`config.mk`:
```
export PLATFORM = sky130hd
export DESIGN_NAME = dmpid_queue
export DESIGN_NICKNAME = d
export VERILOG_FILES = /design/src/rtl/dmpid_pkg.sv /design/src/rtl/dmpid_queue.sv
export SDC_FILE = /design/constraint.sdc
export NUM_CORES = 1
export LEC_CHECK = 0
export ABC_AREA = 1
export BUFFER_PORTS_ARGS = -buffer_cell sky130_fd_sc_hd__buf_2
export CAP_MARGIN = 15
export CORE_ASPECT_RATIO = 0.75
export CORE_MARGIN = 2
export CORE_UTILIZATION = 47
export DETAILED_ROUTE_END_ITERATION = 12
export GPL_ROUTABILITY_DRIVEN = 1
export GPL_TIMING_DRIVEN = 0
export PLACE_DENSITY = 0.72
export SYNTH_ARGS = -nofsm -noshare
export SYNTH_HDL_FRONTEND = slang
export SYNTH_SLANG_ARGS = --single-unit
```
`constraint.sdc`:
```
create_clock -name clk -period 2.3 [get_ports clk]
set_input_delay 0.23 -clock clk [delete_from_list [all_inputs] [get_ports clk]]
set_output_delay 0.23 -clock clk [all_outputs]
set_load 0.05 [all_outputs]
```
`src/rtl/dmpid_pkg.sv`:
```
`timescale 1ns / 1ps
// ----------------------------------------------------------------------------
// dmpid_pkg
// Shared types, register codes, constants and helpers of the PID controller.
// ----------------------------------------------------------------------------
package dmpid_pkg;

  localparam int QUEUE_DEPTH_DEF = 2;

  localparam logic signed [33:0] HALF_TURN = 34'sd11796480;
  localparam logic signed [33:0] FULL_TURN = 34'sd23592960;

  localparam logic signed [33:0] ERR_MAX = 34'sd2147483647;
  localparam logic signed [33:0] ERR_MIN = -34'sd2147483648;

  localparam logic [23:0] GAIN_P_RST = 24'd65536;
  localparam logic [30:0] OUT_LIM_RST = 31'd65536000;

  typedef enum logic [7:0] {
    REG_MODE     = 8'd0,
    REG_WRAP     = 8'd1,
    REG_GAIN_P   = 8'd2,
    REG_GAIN_I   = 8'd3,
    REG_GAIN_D   = 8'd4,
    REG_INT_LIM  = 8'd5,
    REG_OUT_LIM  = 8'd6,
    REG_DEADBAND = 8'd7
  } reg_idx_t;

  typedef struct packed {
    logic        mode_incremental;
    logic        wrap_enable;
    logic [23:0] gain_p;
    logic [23:0] gain_i;
    logic [23:0] gain_d;
    logic [30:0] integral_limit;
    logic [30:0] output_limit;
    logic [30:0] dead_band;
  } cfg_t;

  // classified item handed from front to back
  typedef struct packed {
    logic signed [31:0] err;
    logic               sat_hit;
    logic               tgt_zero;
    logic               tgt_neg;
  } item_t;

  // Q26.32 product to Q26.16, nearest with ties up
  function automatic logic signed [41:0] round_q16(input logic signed [57:0] p);
    logic signed [57:0] t;
    t = p + 58'sd32768;
    return t[57:16];
  endfunction

endpackage

```
`src/rtl/dmpid_queue.sv`:
```
`timescale 1ns / 1ps
// ----------------------------------------------------------------------------
// dmpid_queue
// Short FIFO of classified items between front and back.
// ----------------------------------------------------------------------------
module dmpid_queue #(
  parameter int DEPTH = dmpid_pkg::QUEUE_DEPTH_DEF
) (
  input  logic              clk,
  input  logic              rst_n,
  input  logic              push,
  output logic              push_ready,
  input  dmpid_pkg::item_t  push_item,
  input  logic              pop,
  output logic              not_empty,
  output dmpid_pkg::item_t  head
);

  localparam int AW = (DEPTH > 1) ? $clog2(DEPTH) : 1;
  localparam int CW = $clog2(DEPTH + 1);

  dmpid_pkg::item_t mem [DEPTH];

  logic [AW-1:0] wr_ptr_r, wr_ptr_nxt;
  logic [AW-1:0] rd_ptr_r, rd_ptr_nxt;
  logic [CW-1:0] count_r, count_nxt;

  assign push_ready = (count_r != CW'(DEPTH));
  assign not_empty  = (count_r != '0);
  assign head       = mem[rd_ptr_r];

  always_comb begin
    wr_ptr_nxt = wr_ptr_r;
    rd_ptr_nxt = rd_ptr_r;
    count_nxt  = count_r;
    if (push) begin
      wr_ptr_nxt = (wr_ptr_r == AW'(DEPTH - 1)) ? '0 : wr_ptr_r + 1'b1;
    end
    if (pop) begin
      rd_ptr_nxt = (rd_ptr_r == AW'(DEPTH - 1)) ? '0 : rd_ptr_r + 1'b1;
    end
    if (push && !pop) begin
      count_nxt = count_r + 1'b1;
    end else if (pop && !push) begin
      count_nxt = count_r - 1'b1;
    end
  end

  always_ff @(posedge clk) begin
    if (!rst_n) begin
      wr_ptr_r <= '0;
      rd_ptr_r <= '0;
      count_r  <= '0;
    end else begin
      wr_ptr_r <= wr_ptr_nxt;
      rd_ptr_r <= rd_ptr_nxt;
      count_r  <= count_nxt;
    end
  end

  always_ff @(posedge clk) begin
    if (push) begin
      mem[wr_ptr_r] <= push_item;
    end
  end

endmodule

```
==> impl_results.md <==
- Slew headroom: 48.6%
- Crit path arrival time: 1.51 ns
- Critical path class: reg -> out
- Drt initial violations: 84
- Min-delay worst type: in -> reg
- Least setup slack across all paths after layout: 0.560 ns
- Sort of element at the start of the critical path: register
- Achievable Freq: 575 MHz
- Detail-routed via count per cell: 4.71
- Kind of capture point of the worst setup path: output pin
- Buffer count from post-CTS setup fixing: 0
- Static leakage: 1.49 nW
- Flip-flop and latch count after synthesis: 75
- Cell type of the slowest stage on the worst timing path: sky130_fd_sc_hd__dfxtp_1
- Area share of xor/xnor cells in the synthesized design: 0%
- Site row count: 24
- Vias in the first global route: 1507
- Synth Area in Adders: 0.430%
- Post-CTS Hold Buffers: 0
- DRC violation count after routing: 0
- Remaining global-route overflow: 0
- Global-route wire length before repair: 6.85 mm
- Starting density of the core: 49.4%
- Routability-driven placement congestion ratio: 0.625
- Layout filler cell count: 469
- Dominant cells by area after synthesis: sky130_fd_sc_hd__edfxtp_1, sky130_fd_sc_hd__mux2_4, sky130_fd_sc_hd__dfxtp_1
- Max_cap viols: 0
- Crit share post-route: 75.7%
- Pin count of the biggest net entering global routing: 36
- Number of standard cells after synthesis: 144
- Top cells by instance count after synthesis: sky130_fd_sc_hd__edfxtp_1, sky130_fd_sc_hd__mux2_4, sky130_fd_sc_hd__nand2_1
- Num ports: 76
- Synth area leader: sky130_fd_sc_hd__edfxtp_1
- Post-layout nets: 271
- Multiplexer share of the synthesized area: 17.4%
- Top-count cell post-synth: sky130_fd_sc_hd__edfxtp_1
- Area fraction in compound gates after synthesis: 0.344%
- Count of input and output buffers: 75
- Die W: 94.8 um
- Antenna diode count: 0
- Number of detailed-routing iterations run before antenna repair: 4
- Height of the chip: 72.1 um
- Placeable Area: 5890 um2
- Number of vias after detailed routing: 1478
- Cell area after synthesis: 2910 um2
- Initial antenna violation count: 0
- Status: finished clean
- Delay contributed by the slowest stage of the critical path: 0.33 ns
- Sum of routed wire length over all layers: 4.51 mm
- Post-route minimum period: 1.74 ns
- Worst path cell trace: buf_6 -> buf_12 -> mux2_4 -> buf_2
- Share of synthesized cell area in and, or, nand and nor gates: 2.58%
- Root Driver: sky130_fd_sc_hd__clkbuf_8
- Final clock skew: 0.00954 ns
- Prevailing post-synth register cell: sky130_fd_sc_hd__edfxtp_1
- Number of library cell types mapped by synthesis: 14
- Remaining antenna violation count after routing: 0
- Number of flops mapped to enable cells by yosys: 70
- Clock tree from TritonCTS: yes
- Max-slew violation count: 0
- Largest fanout of any net on the critical path: 10
- Clk_lat worst skew: 0.34 ns
- Fraction of registers with async set or reset after synthesis: 0%
- Synth-to-Final Area Change: 25.8%
- Number of gates resized after cts: 0
- Transition time at the pin with the least slew margin: 0.770 ns
- Total routing usage reported by global routing: 13.9%
- Hold violation total from the final report: 0
- Sequential-to-total area share from yosys stat: 75.7%
- Required time of the critical path: 2.07 ns
- Finish-stage setup viols: 0
- Area of the die: 6840 um2
- Placed wire-length estimate after detailed placement: 3.12 mm
- Total placed instance area: 3420 um2
- Final non-filler cell area: 3660 um2
- Combinational family with the most area after synthesis: multiplexers
- Clock-pin slew on the worst setup and hold paths: 0.08 ns
- Setup Total Neg Slack: 0 ns
- Power Density: 903 nW/um2
- Worst setup slack before clock tree synthesis: 0.828 ns
- Fraction of synthesized cell area taken by the top area cell type: 72.3%
- Number of warning messages in the yosys log: 0
- Number of nets produced by synthesis: 184
- Worst voltage drop across the vdd grid: 443 uV
- Clk sinks: 75
- Layout cell share with drive strength beyond 1: 55.9%
- Average cell area after synthesis: 20.2 um2
- Number of CTS-inserted buffers: 9
- Setup repair after global routing missed its margin: false
- Detail-routed net length per standard cell: 14.4 um
- Overall power: 0.00330 W
- Largest buffer count on any clock path: 2
- Deepest level of the CTS H-tree: 3
==> layer usage <==
| metal | up-vias | share of wire, % | global-route usage [%] |
|---|---|---|---|
| li1 | 714 | - | - |
| met1 | 716 | 41 | 15.7 |
| met2 | 44 | 50 | 22.5 |
| met3 | 4 | 7.9 | 7.17 |
| met4 | 0 | 0.69 | 5.80 |
| met5 | - | 0 | 0 |
==> final timing paths <==
path	from	slack [ns]	cells past startpoint	end
worst max-delay path	register	0.56	4	head[34]
worst min-delay path	push_item[22]	0.07	1	mem[0][22]
worst max register to register	wr_ptr_r	0.85	2	mem[1][18]
worst min register to register	rd_ptr_r	0.50	2	register
==> cells in the final DEF, fill, tap and decap left out, drive strengths merged <==
| cell | Yosys | layout |
|---|---|---|
| buf | 4 | 80 |
| edfxtp | 70 | 70 |
| mux2 | 35 | 35 |
| nand2 | 10 | 10 |
| clkbuf | 0 | 10 |
| inv | 8 | 8 |
| nor2 | 7 | 7 |
| dfxtp | 5 | 5 |
| bufinv | 0 | 3 |
| clkinvlp | 0 | 2 |
| o21ai | 1 | 1 |
| a21oi | 1 | 1 |
| nand3 | 1 | 1 |
| nand4 | 1 | 1 |
| ha | 1 | 1 |
| clkinv | 0 | 1 |
==> critical path: cells and delay by family (launching register included) <==
kind     cells  cell delay (ns)
buf+inv      3             0.53
flops        1             0.33
mux          1             0.30
==> stage by stage <==
step           hold slack [ns]  util, %  instances
5_1_grt                 0.0490     62.1        314
3_3_place_gp             0.418     57.4        297
3_5_place_dp             0.422     58.0        298
2_1_floorplan            0.329        -        144
6_report                0.0722     62.1        314
4_1_cts                 0.0531     62.1        314
==> flip-flops by register name, summed over array words and instances, names as in the netlist, named ones only <==
register,cells
mem,70
wr_ptr_r,1
count_r,2
rd_ptr_r,1
==> cells by family (layout without fill, tap and decap cells) <==
| group | after synthesis | count (layout) |
|---|---|---|
| flip-flops | 75 | 75 |
| multiplexers | 35 | 35 |
| AND/OR/NAND/NOR | 19 | 19 |
| buffers and inverters | 12 | 104 |
| AO/OA/AOI/OAI | 2 | 2 |
| adder cells (fa/ha/maj) | 1 | 1 |
==> final cells by class <==
cell class	instances	area [um2]	area share, %
plain buffers	4	71.3	1.95
clock buffers	10	128	3.49
clock inverters	6	114	3.11
inverters	8	30.0	0.821
multi-input cells	57	612	16.7
flip-flops and latches	75	2200	60.2
well taps	78	97.6	2.67
repair buffers	76	403	11.0
==> where the power goes <==
group	total, W	leakage, nW	switching (W)	internal, W
combinational	0.000523	0.678	0.000344	0.000180
sequential	0.00159	0.699	0.0000198	0.00157
clock	0.00119	0.113	0.000465	0.000722
total	0.00330	1.49	0.000829	0.00248
Note: power is estimated with default switching activity, not from simulation.
