===== src/rtl/dmpid_pkg.sv =====
`timescale 1ns / 1ps
// ----------------------------------------------------------------------------
// dmpid_pkg
// Shared types, register codes, constants and helpers of the PID controller.
// ----------------------------------------------------------------------------
package dmpid_pkg;

  localparam int QUEUE_DEPTH_DEF = 2;

  localparam logic signed [33:0] HALF_TURN = 34'sd11796480;
  localparam logic signed [33:0] FULL_TURN = 34'sd23592960;

  localparam logic signed [33:0] ERR_MAX = 34'sd2147483647;
  localparam logic signed [33:0] ERR_MIN = -34'sd2147483648;

  localparam logic [23:0] GAIN_P_RST = 24'd65536;
  localparam logic [30:0] OUT_LIM_RST = 31'd65536000;

  typedef enum logic [7:0] {
    REG_MODE     = 8'd0,
    REG_WRAP     = 8'd1,
    REG_GAIN_P   = 8'd2,
    REG_GAIN_I   = 8'd3,
    REG_GAIN_D   = 8'd4,
    REG_INT_LIM  = 8'd5,
    REG_OUT_LIM  = 8'd6,
    REG_DEADBAND = 8'd7
  } reg_idx_t;

  typedef struct packed {
    logic        mode_incremental;
    logic        wrap_enable;
    logic [23:0] gain_p;
    logic [23:0] gain_i;
    logic [23:0] gain_d;
    logic [30:0] integral_limit;
    logic [30:0] output_limit;
    logic [30:0] dead_band;
  } cfg_t;

  // classified item handed from front to back
  typedef struct packed {
    logic signed [31:0] err;
    logic               sat_hit;
    logic               tgt_zero;
    logic               tgt_neg;
  } item_t;

  // Q26.32 product to Q26.16, nearest with ties up
  function automatic logic signed [41:0] round_q16(input logic signed [57:0] p);
    logic signed [57:0] t;
    t = p + 58'sd32768;
    return t[57:16];
  endfunction

endpackage


===== src/rtl/dmpid_front.sv =====
`timescale 1ns / 1ps
// ----------------------------------------------------------------------------
// dmpid_front
// Accepts items, applies the angle wrap, saturates the error and applies
// the dead band; the classified item is offered to the queue.
// ----------------------------------------------------------------------------
module dmpid_front (
  input  logic                  clk,
  input  logic                  rst_n,
  input  dmpid_pkg::cfg_t       cfg,
  input  logic                  in_valid,
  output logic                  in_ready,
  input  logic signed [31:0]    in_target,
  input  logic signed [31:0]    in_feedback,
  output logic                  push,
  input  logic                  push_ready,
  output dmpid_pkg::item_t      push_item
);

  logic               s1_valid_r, s1_valid_nxt;
  logic signed [33:0] s1_err_r;
  logic               s1_zero_r;
  logic               s1_neg_r;

  logic signed [33:0] raw;
  logic signed [33:0] err_wrap;
  logic               accept;

  assign accept   = in_valid && in_ready;
  assign in_ready = !s1_valid_r || push_ready;
  assign push     = s1_valid_r && push_ready;

  assign raw = 34'(in_target) - 34'(in_feedback);

  always_comb begin
    err_wrap = raw;
    if (cfg.wrap_enable) begin
      if (raw > dmpid_pkg::HALF_TURN) begin
        err_wrap = raw - dmpid_pkg::FULL_TURN;
      end else if (raw < -dmpid_pkg::HALF_TURN) begin
        err_wrap = raw + dmpid_pkg::FULL_TURN;
      end
    end
  end

  always_comb begin
    s1_valid_nxt = s1_valid_r;
    if (accept) begin
      s1_valid_nxt = 1'b1;
    end else if (push) begin
      s1_valid_nxt = 1'b0;
    end
  end

  always_ff @(posedge clk) begin
    if (!rst_n) begin
      s1_valid_r <= 1'b0;
    end else begin
      s1_valid_r <= s1_valid_nxt;
    end
  end

  always_ff @(posedge clk) begin
    if (accept) begin
      s1_err_r  <= err_wrap;
      s1_zero_r <= (in_target == 32'sd0);
      s1_neg_r  <= in_target[31];
    end
  end

  logic signed [31:0] err_sat;
  logic               sat_hit;
  logic        [31:0] err_mag;

  always_comb begin
    sat_hit = 1'b0;
    err_sat = s1_err_r[31:0];
    if (s1_err_r > dmpid_pkg::ERR_MAX) begin
      sat_hit = 1'b1;
      err_sat = dmpid_pkg::ERR_MAX[31:0];
    end else if (s1_err_r < dmpid_pkg::ERR_MIN) begin
      sat_hit = 1'b1;
      err_sat = dmpid_pkg::ERR_MIN[31:0];
    end
    err_mag = err_sat[31] ? (32'd0 - err_sat) : err_sat;
    push_item.err      = (err_mag < {1'b0, cfg.dead_band}) ? 32'sd0 : err_sat;
    push_item.sat_hit  = sat_hit;
    push_item.tgt_zero = s1_zero_r;
    push_item.tgt_neg  = s1_neg_r;
  end

endmodule


===== config.mk =====
export PLATFORM = sky130hd
export DESIGN_NAME = dmpid_front
export DESIGN_NICKNAME = d
export VERILOG_FILES = /design/src/rtl/dmpid_pkg.sv /design/src/rtl/dmpid_front.sv
export SDC_FILE = /design/constraint.sdc
export NUM_CORES = 1
export LEC_CHECK = 0
export ABC_AREA = 1
export ABC_CLOCK_PERIOD_IN_PS = 11100
export CORE_MARGIN = 2
export CORE_UTILIZATION = 40
export CTS_CLUSTER_SIZE = 28
export DETAILED_ROUTE_END_ITERATION = 7
export DONT_BUFFER_PORTS = 1
export PLACE_DENSITY = 0.65
export SLEW_MARGIN = 15
export SYNTH_ARGS = -nofsm -noshare
export SYNTH_HDL_FRONTEND = slang
export SYNTH_SLANG_ARGS = --single-unit

===== constraint.sdc =====
create_clock -name clk -period 11.1 [get_ports clk]
set_input_delay 2.775 -clock clk [delete_from_list [all_inputs] [get_ports clk]]
set_output_delay 2.775 -clock clk [all_outputs]
set_load 0.02 [all_outputs]

==> results of run 1 <==
-- worst max-delay path, delay by kind of cell (launching register included) --
kind / cells / cell delay (ps)
simple gates: 12 / 1840
compound gates: 4 / 1210
buf+inv: 5 / 940
fa+ha+maj: 2 / 490
flops: 1 / 310
-- path summary, 6_finish.rpt --
check                                             start                      end  depth (start not counted)
worst max register to register  s1_valid_r$_SDFFE_PN0P_   s1_err_r[31]$_DFFE_PP_                          1
worst min-delay path            s1_valid_r$_SDFFE_PN0P_  s1_valid_r$_SDFFE_PN0P_                          2
worst max-delay path             s1_err_r[33]$_DFFE_PP_             push_item[7]                         23
worst min register to register  s1_valid_r$_SDFFE_PN0P_  s1_valid_r$_SDFFE_PN0P_                          2
-- cell type report --
cell class	count	area, um2	area share (%)
clock buffer	7	143	1.80
clock inverter	1	7.51	0.0948
inverter	294	1110	14.0
multi-input combinational	1003	5250	66.2
sequential	37	1100	13.9
tap	234	293	3.70
timing repair buffer	3	22.5	0.284
-- synth_stat cells, types with 4 or more instances --
cell type | instances | area [um2]
a31oi_1 | 4 | 25.0
nand2_2 | 20 | 125
nor4_1 | 11 | 68.8
nand4_1 | 20 | 125
nor2_2 | 15 | 93.8
nand3_1 | 67 | 335
nor2_1 | 80 | 300
xor2_1 | 23 | 201
edfxtp_1 | 36 | 1080
buf_2 | 4 | 20.0
clkbuf_1 | 5 | 18.8
a21oi_1 | 61 | 305
nand2_1 | 528 | 1980
o21ai_0 | 31 | 155
a21boi_1 | 6 | 45.0
xnor2_1 | 8 | 70.1
nor2_4 | 5 | 56.3
nor3_1 | 6 | 30.0
buf_4 | 10 | 75.1
ha_1 | 67 | 838
nand3b_1 | 13 | 97.6
inv_2 | 11 | 41.3
inv_1 | 280 | 1050
nand2_4 | 9 | 101
-- logic make-up after synthesis --
family                   synth area share, %
buffers and inverters                   16.5
AND/OR/NAND/NOR                         45.3
XOR/XNOR                                3.58
flip-flops                              14.5
AO/OA/AOI/OAI                           8.80
adder cells (fa/ha/maj)                 11.3
-- state kept, by name (all words and copies together), names as in the netlist --
signal and cells:
s1_err_r 34, s1_neg_r 1, s1_valid_r 1, s1_zero_r 1
-- layer usage --
layer	global-route usage [%]	up-vias	share of wire, %
li1	-	4153	-
met1	26.5	3162	52
met2	31.2	197	42
met3	2.16	18	4.8
met4	5.05	0	1.6
met5	0	-	0
-- power breakdown --
group / switching (uW) / total, uW / internal [uW]
Sequential: 6.60 / 186 / 179
Combinational: 411 / 589 / 178
Clock: 52.9 / 142 / 89.3
Total: 470 / 916 / 446
-- metrics by stage --
stage          cell area (um2)  util, %
2_1_floorplan             7590        -
3_3_place_gp              7770     41.7
3_5_place_dp              7770     41.7
4_1_cts                   7920     42.5
5_1_grt                   7920     42.5
6_report                  7920     42.5
-- cells in the final DEF (no fill, tap or decap), types with 2 or more instances in the layout --
| cell type | count |
|---|---|
| nor3_1 | 6 |
| nand4_1 | 20 |
| edfxtp_1 | 36 |
| nand3b_1 | 13 |
| nor2_2 | 15 |
| inv_1 | 280 |
| and2_1 | 2 |
| a21boi_0 | 3 |
| nor4_1 | 11 |
| o21bai_1 | 2 |
| a31oi_1 | 4 |
| o21ai_1 | 3 |
| nand2_1 | 528 |
| nor2_1 | 80 |
| nand3_1 | 67 |
| o31ai_1 | 3 |
| nor2_4 | 5 |
| a21boi_1 | 6 |
| o21ai_0 | 31 |
| xnor2_1 | 8 |
| a21oi_4 | 2 |
| inv_2 | 11 |
| buf_4 | 3 |
| inv_4 | 2 |
| nand2_4 | 9 |
| nand3_2 | 3 |
| nand2_2 | 20 |
| xor2_1 | 23 |
| a21oi_1 | 60 |
| ha_1 | 67 |
| a211oi_1 | 3 |
| clkbuf_16 | 5 |
==> impl_metrics.env, run 1 <==
export IMPL_cts_tree="done"
export IMPL_worstPathMaxFanout=35
export IMPL_cts_reportedPaths_clkPinSlew_ps=60
export IMPL_antenna_found_initial=0
export IMPL_die_w_um=142
export IMPL_pre_cts_ws_ps=3260
export IMPL_tightest_slew_ps=1070
export IMPL_grt_start_max_net_pins=37
export IMPL_startpoint_type="flop"
export IMPL_dp_hpwl_mm=16.7
export IMPL_gp_congestion=0.886
export IMPL_setup_viol_count_final=0
export IMPL_pin_count=272
export IMPL_drc=0
export IMPL_holdWs_ps=709
export IMPL_tns_ps=0
export IMPL_portBuffers=0
export IMPL_syn_to_final_growth_pct=4.33
export IMPL_grt_pass1_vias=6705
export IMPL_synth_cell_types=45
export IMPL_cpMaxStageDelayCell="a21boi_0"
export IMPL_crit_path_max_incr_delay_ps=810
export IMPL_syn_inst=1356
export IMPL_leakage_uw=0.00465
export IMPL_final_max_slew_viol_count=0
export IMPL_synthArstFlopShare_pct=0
export IMPL_cp_common_cell="nand2_1"
export IMPL_coreArea_um2=18600
export IMPL_synth_seq_cells=37
export IMPL_final_nets=1647
export IMPL_cp_required_ps=8330
export IMPL_post_cts_buffers=0
export IMPL_grt_pass1_wl_mm=31.2
export IMPL_fill_cells=2078
export IMPL_routed_wl_mm=19.2
export IMPL_min_period_ps=7910
export IMPL_crit_chain="buf_4 > inv_2 > o21ai_4 > buf_4 > nand2_1 > inv_1 > ha_1 > nand3_1 > nand3b_1 > nor2_2 > nand4_1 > nand3b_4 > o31ai_1 > nand2_1 > o21ai_0 > inv_1 > ha_1 > nand4_1 > nor3_1 > nand2_1 > nand2_1 > nand3_2 > a21boi_0"
export IMPL_n_antenna_cell=0
export IMPL_hp_class="flop to flop"
export IMPL_post_drt_wl_per_cell_um=12.2
export IMPL_cap_violations=0
export IMPL_dr_pass1_iters=4
export IMPL_fin_crit_sh_pct=71.3
export IMPL_drt_iter0_markers=277
export IMPL_grt_usage_pct=19.0
export IMPL_ctsHtreeMaxLevel=2
export IMPL_power_density_nw_per_um2=116
export IMPL_end_kind="primary output"
export IMPL_rrSetupSlack_ps=9510
export IMPL_syn_area_um2=7590
export IMPL_dp_cells=1571
export IMPL_viasPerCell=4.77
export IMPL_clock_root_buffer="clkbuf_16"
export IMPL_final_cells=1579
export IMPL_cts_path_max_buffers=2
export IMPL_max_freq_mhz=126
export IMPL_cts_resized=0
export IMPL_power_total_uw=916
export IMPL_ys_seq_area_share_pct=14.5
export IMPL_drive_above_1_share_pct=6.17
export IMPL_vias=7530
export IMPL_die_height_um=142
export IMPL_overflow=0
export IMPL_die_area_um2=20100
export IMPL_worst_slack_ps=3190
export IMPL_clock_skew_ps=7.19
export IMPL_route_antenna_remaining_nets=0
export IMPL_hold_buffers=0
export IMPL_synth_avg_cell_area_um2=5.60
export IMPL_path_class="flop to primary output"
export IMPL_synth_nets=1659
export IMPL_clock_latency_ps=280
export IMPL_rsz0062_at_grt="no"
export IMPL_std_cell_rows=50
export IMPL_synth_edf_count=36
export IMPL_initial_core_util_pct=40.7
export IMPL_hold_viol=0
export IMPL_worstPathArrival_ps=5140
export IMPL_run_status="complete, no violations"
export IMPL_synthFlopType="edfxtp_1"
export IMPL_vdd_drop_max_v=0.0000560
export IMPL_max_slew_margin_pct=28.7
export IMPL_yosys_warnings=0
export IMPL_cts_made_buffers=5
export IMPL_cts_sinks=37
No activity file was read; power rests on OpenSTA's default activity.
==> inputs of run 2 (changes only) <==
--- a/config.mk
+++ b/config.mk
@@ -6,13 +6,13 @@
 export NUM_CORES = 1
 export LEC_CHECK = 0
 export ABC_AREA = 1
-export ABC_CLOCK_PERIOD_IN_PS = 11100
+export ABC_CLOCK_PERIOD_IN_PS = 6400
 export CORE_MARGIN = 2
 export CORE_UTILIZATION = 40
 export CTS_CLUSTER_SIZE = 28
 export DETAILED_ROUTE_END_ITERATION = 7
 export DONT_BUFFER_PORTS = 1
-export PLACE_DENSITY = 0.65
+export PLACE_DENSITY = 0.67
 export SLEW_MARGIN = 15
 export SYNTH_ARGS = -nofsm -noshare
 export SYNTH_HDL_FRONTEND = slang
==> constraint.sdc (replaced) <==
create_clock -name clk -period 6.4 [get_ports clk]
set_input_delay 1.6 -clock clk [delete_from_list [all_inputs] [get_ports clk]]
set_output_delay 1.6 -clock clk [all_outputs]
set_load 0.02 [all_outputs]
==> impl_metrics.env, run 2 (synthesis results as in run 1) <==
export IMPL_crit_path_max_incr_delay_ps=450
export IMPL_clock_root_buffer="clkbuf_16"
export IMPL_dp_hpwl_mm=17.1
export IMPL_fin_crit_sh_pct=93.2
export IMPL_std_cell_rows=50
export IMPL_path_class="flop to primary output"
export IMPL_worstPathMaxFanout=32
export IMPL_setup_viol_count_final=0
export IMPL_gp_congestion=0.933
export IMPL_end_kind="primary output"
export IMPL_cts_tree="done"
export IMPL_max_slew_margin_pct=27.4
export IMPL_cts_reportedPaths_clkPinSlew_ps=70
export IMPL_worstPathArrival_ps=4370
export IMPL_clock_latency_ps=290
export IMPL_startpoint_type="flop"
export IMPL_power_density_nw_per_um2=208
export IMPL_tightest_slew_ps=1090
export IMPL_pin_count=272
export IMPL_route_antenna_remaining_nets=0
export IMPL_dr_pass1_iters=5
export IMPL_final_cell_mix="527 x nand2_1, 280 x inv_1, 80 x nor2_1"
export IMPL_vdd_drop_max_v=0.0000930
export IMPL_n_antenna_cell=0
export IMPL_antenna_found_initial=1
export IMPL_grt_start_max_net_pins=37
export IMPL_overflow=0
export IMPL_pre_cts_ws_ps=390
export IMPL_initial_core_util_pct=40.7
export IMPL_cap_violations=0
export IMPL_leakage_uw=0.00482
export IMPL_grt_usage_pct=19.4
export IMPL_portBuffers=0
export IMPL_power_total_uw=1700
export IMPL_viasPerCell=4.80
export IMPL_ctsHtreeMaxLevel=2
export IMPL_run_status="complete, no violations"
export IMPL_post_drt_wl_per_cell_um=12.1
export IMPL_tns_ps=0
export IMPL_max_freq_mhz=168
export IMPL_coreArea_um2=18600
export IMPL_cp_common_cell="nand2_1"
export IMPL_drc=0
export IMPL_grt_pass1_wl_mm=32.4
export IMPL_drt_iter0_markers=367
export IMPL_drive_above_1_share_pct=8.50
export IMPL_cts_path_max_buffers=2
export IMPL_syn_to_final_growth_pct=7.70
export IMPL_final_common_cell="nand2_1"
export IMPL_post_cts_buffers=0
export IMPL_hp_class="flop to flop"
export IMPL_routed_wl_mm=19.4
export IMPL_cts_made_buffers=5
export IMPL_cpMaxStageDelayCell="edfxtp_1"
export IMPL_worst_slack_ps=434
export IMPL_cts_sinks=37
export IMPL_clock_skew_ps=13.3
export IMPL_die_area_um2=20100
export IMPL_min_period_ps=5970
export IMPL_die_w_um=142
export IMPL_rsz0062_at_grt="no"
export IMPL_hold_buffers=0
export IMPL_final_nets=1679
export IMPL_grt_pass1_vias=7057
export IMPL_vias=7740
export IMPL_fill_cells=2034
export IMPL_cp_required_ps=4800
export IMPL_final_max_slew_viol_count=0
export IMPL_die_height_um=142
export IMPL_largest_register_ffs=34
export IMPL_top_register="s1_err_r"
export IMPL_hold_viol=0
==> run 2: changes by cell type in the layout (fill, tap and decap cells not counted), sizes merged <==
cell	change
clkinv	+1
clkbuf	-2
inv	+1
buf	+32
==> run 2: worst max-delay path, delay by kind of cell, from the launching register on <==
| kind | cells | cell delay [ps] |
|---|---|---|
| simple gates | 14 | 1880 |
| compound gates | 5 | 700 |
| fa+ha+maj | 2 | 460 |
| flops | 1 | 450 |
| buf+inv | 4 | 450 |
| xor+xnor | 1 | 150 |
==> run 2: final timing paths <==
kind                                                end  cells past startpoint               startpoint  slack (ps)
worst min register to register  s1_valid_r$_SDFFE_PN0P_                      2  s1_valid_r$_SDFFE_PN0P_         740
worst max-delay path                       push_item[4]                     26   s1_err_r[31]$_DFFE_PP_         430
worst min-delay path            s1_valid_r$_SDFFE_PN0P_                      2  s1_valid_r$_SDFFE_PN0P_         740
worst max register to register   s1_err_r[24]$_DFFE_PP_                      1  s1_valid_r$_SDFFE_PN0P_        4780
==> run 2: layout make-up <==
class                   count  area [um2]  share of cell area (%)
clock inverters             3        25.0                   0.306
clock buffers               5         125                    1.53
well taps                 234         293                    3.58
inverters                 294        1110                    13.6
flip-flops and latches     37        1100                    13.5
multi-input cells        1003        5260                    64.3
repair buffers             35         263                    3.21
==> run 2: per-layer routing <==
metal	track usage [%]	part of all wire (%)	vias up	routed length, um
li1	-	-	4219	-
met1	27.7	50	3252	9690
met2	31.8	43	249	8320
met3	1.75	5.7	20	1110
met4	4.84	1.7	0	325
met5	0	0	-	0
==> run 2: repair_timing <==
action / in CTS / in global routing
setup endpoints to repair: 0 / 32
resized for setup: 0 / 7
hold endpoints to repair: 0 / 0
==> run 2: power by group <==
group	total (uW)	internal (uW)	switching, uW
Clock	244	146	98.4
Combinational	1130	393	741
Sequential	323	310	12.4
==> run 2: metrics by stage <==
stage | hold slack [ps] | cell area (um2) | util [%] | std cells
after detailed placement | 762 | 8010 | 43.0 | 1603
after floorplan | 633 | 7590 | - | 1356
after global placement | 764 | 8010 | 43.0 | 1603
after CTS | 773 | 8160 | 43.8 | 1611
final | 743 | 8180 | 43.9 | 1611
after global routing | 788 | 8180 | 43.9 | 1611
==> inputs of run 3 (changes only) <==
--- a/config.mk
+++ b/config.mk
@@ -9,6 +9,7 @@
 export ABC_CLOCK_PERIOD_IN_PS = 6400
 export CORE_MARGIN = 2
 export CORE_UTILIZATION = 40
+export CTS_BUF_LIST = sky130_fd_sc_hd__clkbuf_4 sky130_fd_sc_hd__clkbuf_8
 export CTS_CLUSTER_SIZE = 28
 export DETAILED_ROUTE_END_ITERATION = 7
 export DONT_BUFFER_PORTS = 1
==> impl_metrics.env, run 3 (synthesis results as in run 1) <==
export IMPL_worst_path_buf_inv=4
export IMPL_die_area_um2=20100
export IMPL_cts_reportedPaths_clkPinSlew_ps=90
export IMPL_cts_path_max_buffers=2
export IMPL_placed_area_um2=8010
export IMPL_holdWs_ps=747
export IMPL_setup_viol_count_final=0
export IMPL_initial_core_util_pct=40.7
export IMPL_startpoint_type="flop"
export IMPL_final_common_cell="nand2_1"
export IMPL_clock_latency_ps=310
export IMPL_r2r_start="s1_valid_r$_SDFFE_PN0P_"
export IMPL_drive_above_1_share_pct=8.64
export IMPL_vias=7769
export IMPL_stdcell_area_um2=8140
export IMPL_swShare_pct=52.2
export IMPL_fill_cells=2049
export IMPL_gp_congestion=0.933
export IMPL_post_cts_buffers=0
export IMPL_crit_path_max_incr_delay_ps=460
export IMPL_clock_root_buffer="clkbuf_8"
export IMPL_portBuffers=0
export IMPL_die_height_um=142
export IMPL_p_comb_share_pct=69.8
export IMPL_grt_usage_pct=19.5
export IMPL_internal_power_uw=782
export IMPL_hold_viol=0
export IMPL_cp_common_cell="nand2_1"
export IMPL_cts_resized=0
export IMPL_leakage_uw=0.00480
export IMPL_grt_pass1_vias=7050
export IMPL_drt_iter0_markers=314
export IMPL_n_antenna_cell=0
export IMPL_ff2ff_path_depth=1
export IMPL_final_max_slew_viol_count=0
export IMPL_ctsHtreeMaxLevel=2
export IMPL_max_freq_mhz=166
export IMPL_vdd_drop_max_v=0.0000871
export IMPL_rrSetupSlack_ps=4760
export IMPL_die_w_um=142
export IMPL_dp_hpwl_mm=17.1
export IMPL_top_register="s1_err_r"
export IMPL_rr_endpoint="s1_err_r[24]$_DFFE_PP_"
export IMPL_min_from="s1_valid_r$_SDFFE_PN0P_"
export IMPL_overflow=0
export IMPL_tightest_slew_ps=1110
export IMPL_register_area_um2=1100
export IMPL_grt_pass1_wl_mm=32.4
export IMPL_post_drt_wl_per_cell_um=12.2
export IMPL_coreArea_um2=18600
export IMPL_cap_violations=0
export IMPL_cp_required_ps=4800
export IMPL_cts_sinks=37
export IMPL_pin_count=272
export IMPL_power_density_nw_per_um2=201
export IMPL_grt_start_max_net_pins=37
export IMPL_cts_made_buffers=5
export IMPL_cpMaxStageDelayCell="edfxtp_1"
export IMPL_max_slew_margin_pct=26.1
export IMPL_min_period_ps=6020
export IMPL_cp_top_family="simple AND/OR/NAND/NOR gates"
export IMPL_worstPathMaxFanout=32
export IMPL_worstPathArrival_ps=4420
export IMPL_clock_skew_ps=20.9
export IMPL_end_kind="primary output"
export IMPL_drc=0
export IMPL_cts_tree="done"
export IMPL_final_cell_mix="527 x nand2_1, 280 x inv_1, 79 x nor2_1"
export IMPL_p_seq_share_pct=19.7
export IMPL_p_sw_uw=853
export IMPL_dr_pass1_iters=5
export IMPL_cp_depth=26
export IMPL_whs_path_depth=2
export IMPL_route_antenna_remaining_nets=0
export IMPL_viasPerCell=4.82
export IMPL_multi_input_area_um2=5280
export IMPL_antenna_found_initial=1
export IMPL_p_clk_share_pct=10.5
export IMPL_path_class="flop to primary output"
export IMPL_final_nets=1680
export IMPL_min_to="s1_valid_r$_SDFFE_PN0P_"
export IMPL_largest_register_ffs=34
export IMPL_fin_crit_sh_pct=94.0
export IMPL_syn_to_final_growth_pct=7.22
export IMPL_run_status="complete, no violations"
export IMPL_routed_wl_mm=19.6
export IMPL_std_cell_rows=50
export IMPL_hold_buffers=0
export IMPL_hp_class="flop to flop"
==> run 3: cell count changes in the layout (fill, tap and decap cells not counted), sizes merged <==
cell / delta
nand3: +1
==> run 3: routing by layer <==
metal,routed length [um],up-vias,GRT usage [%]
met5,0,-,0
met3,1100,21,1.79
met1,9710,3284,27.7
li1,-,4225,-
met4,346,0,4.95
met2,8480,239,31.8
==> run 3: final cells by class <==
type	instances	area share (%)
well taps	234	3.60
multi-input cells	1004	64.8
inverters	294	13.7
repair buffers	35	3.23
clock buffers	5	0.846
clock inverters	3	0.307
flip-flops and latches	37	13.5
==> run 3: metrics by stage <==
| stage | power (uW) | worst slack [ps] | util [%] | TNS [ps] | cells |
|---|---|---|---|---|---|
| 5_1_grt | 1810 | -27.5 | 43.7 | -107 | 1612 |
| 6_report | 1630 | 382 | 43.7 | 0 | 1612 |
| 3_5_place_dp | 1450 | 390 | 43.0 | 0 | 1603 |
| 2_1_floorplan | 1180 | 1160 | - | 0 | 1356 |
| 4_1_cts | 1620 | 59.5 | 43.5 | 0 | 1611 |
| 3_3_place_gp | 1430 | 498 | 43.0 | 0 | 1603 |
==> run 3: worst max-delay path by stage <==
stage | endpoint | startpoint | slack, ps
after detailed placement | push_item[7] | s1_err_r[31]$_DFFE_PP_ | 390
final | push_item[4] | s1_err_r[31]$_DFFE_PP_ | 380
after global routing | push_item[34] | s1_err_r[31]$_DFFE_PP_ | -30
after CTS | push_item[7] | s1_err_r[31]$_DFFE_PP_ | 60
after global placement | push_item[7] | s1_err_r[31]$_DFFE_PP_ | 500
after floorplan | push_item[34] | s1_err_r[32]$_DFFE_PP_ | 1160
==> run 3: power by group through the flow <==
| stage | Clock, uW | Sequential (uW) | Combinational [uW] |
|---|---|---|---|
| detailed placement | 0 | 329 | 1120 |
| CTS | 176 | 323 | 1120 |
| global placement | 0 | 327 | 1100 |
| global route | 185 | 326 | 1300 |
| finish | 171 | 322 | 1140 |
| floorplan | 0 | 323 | 859 |
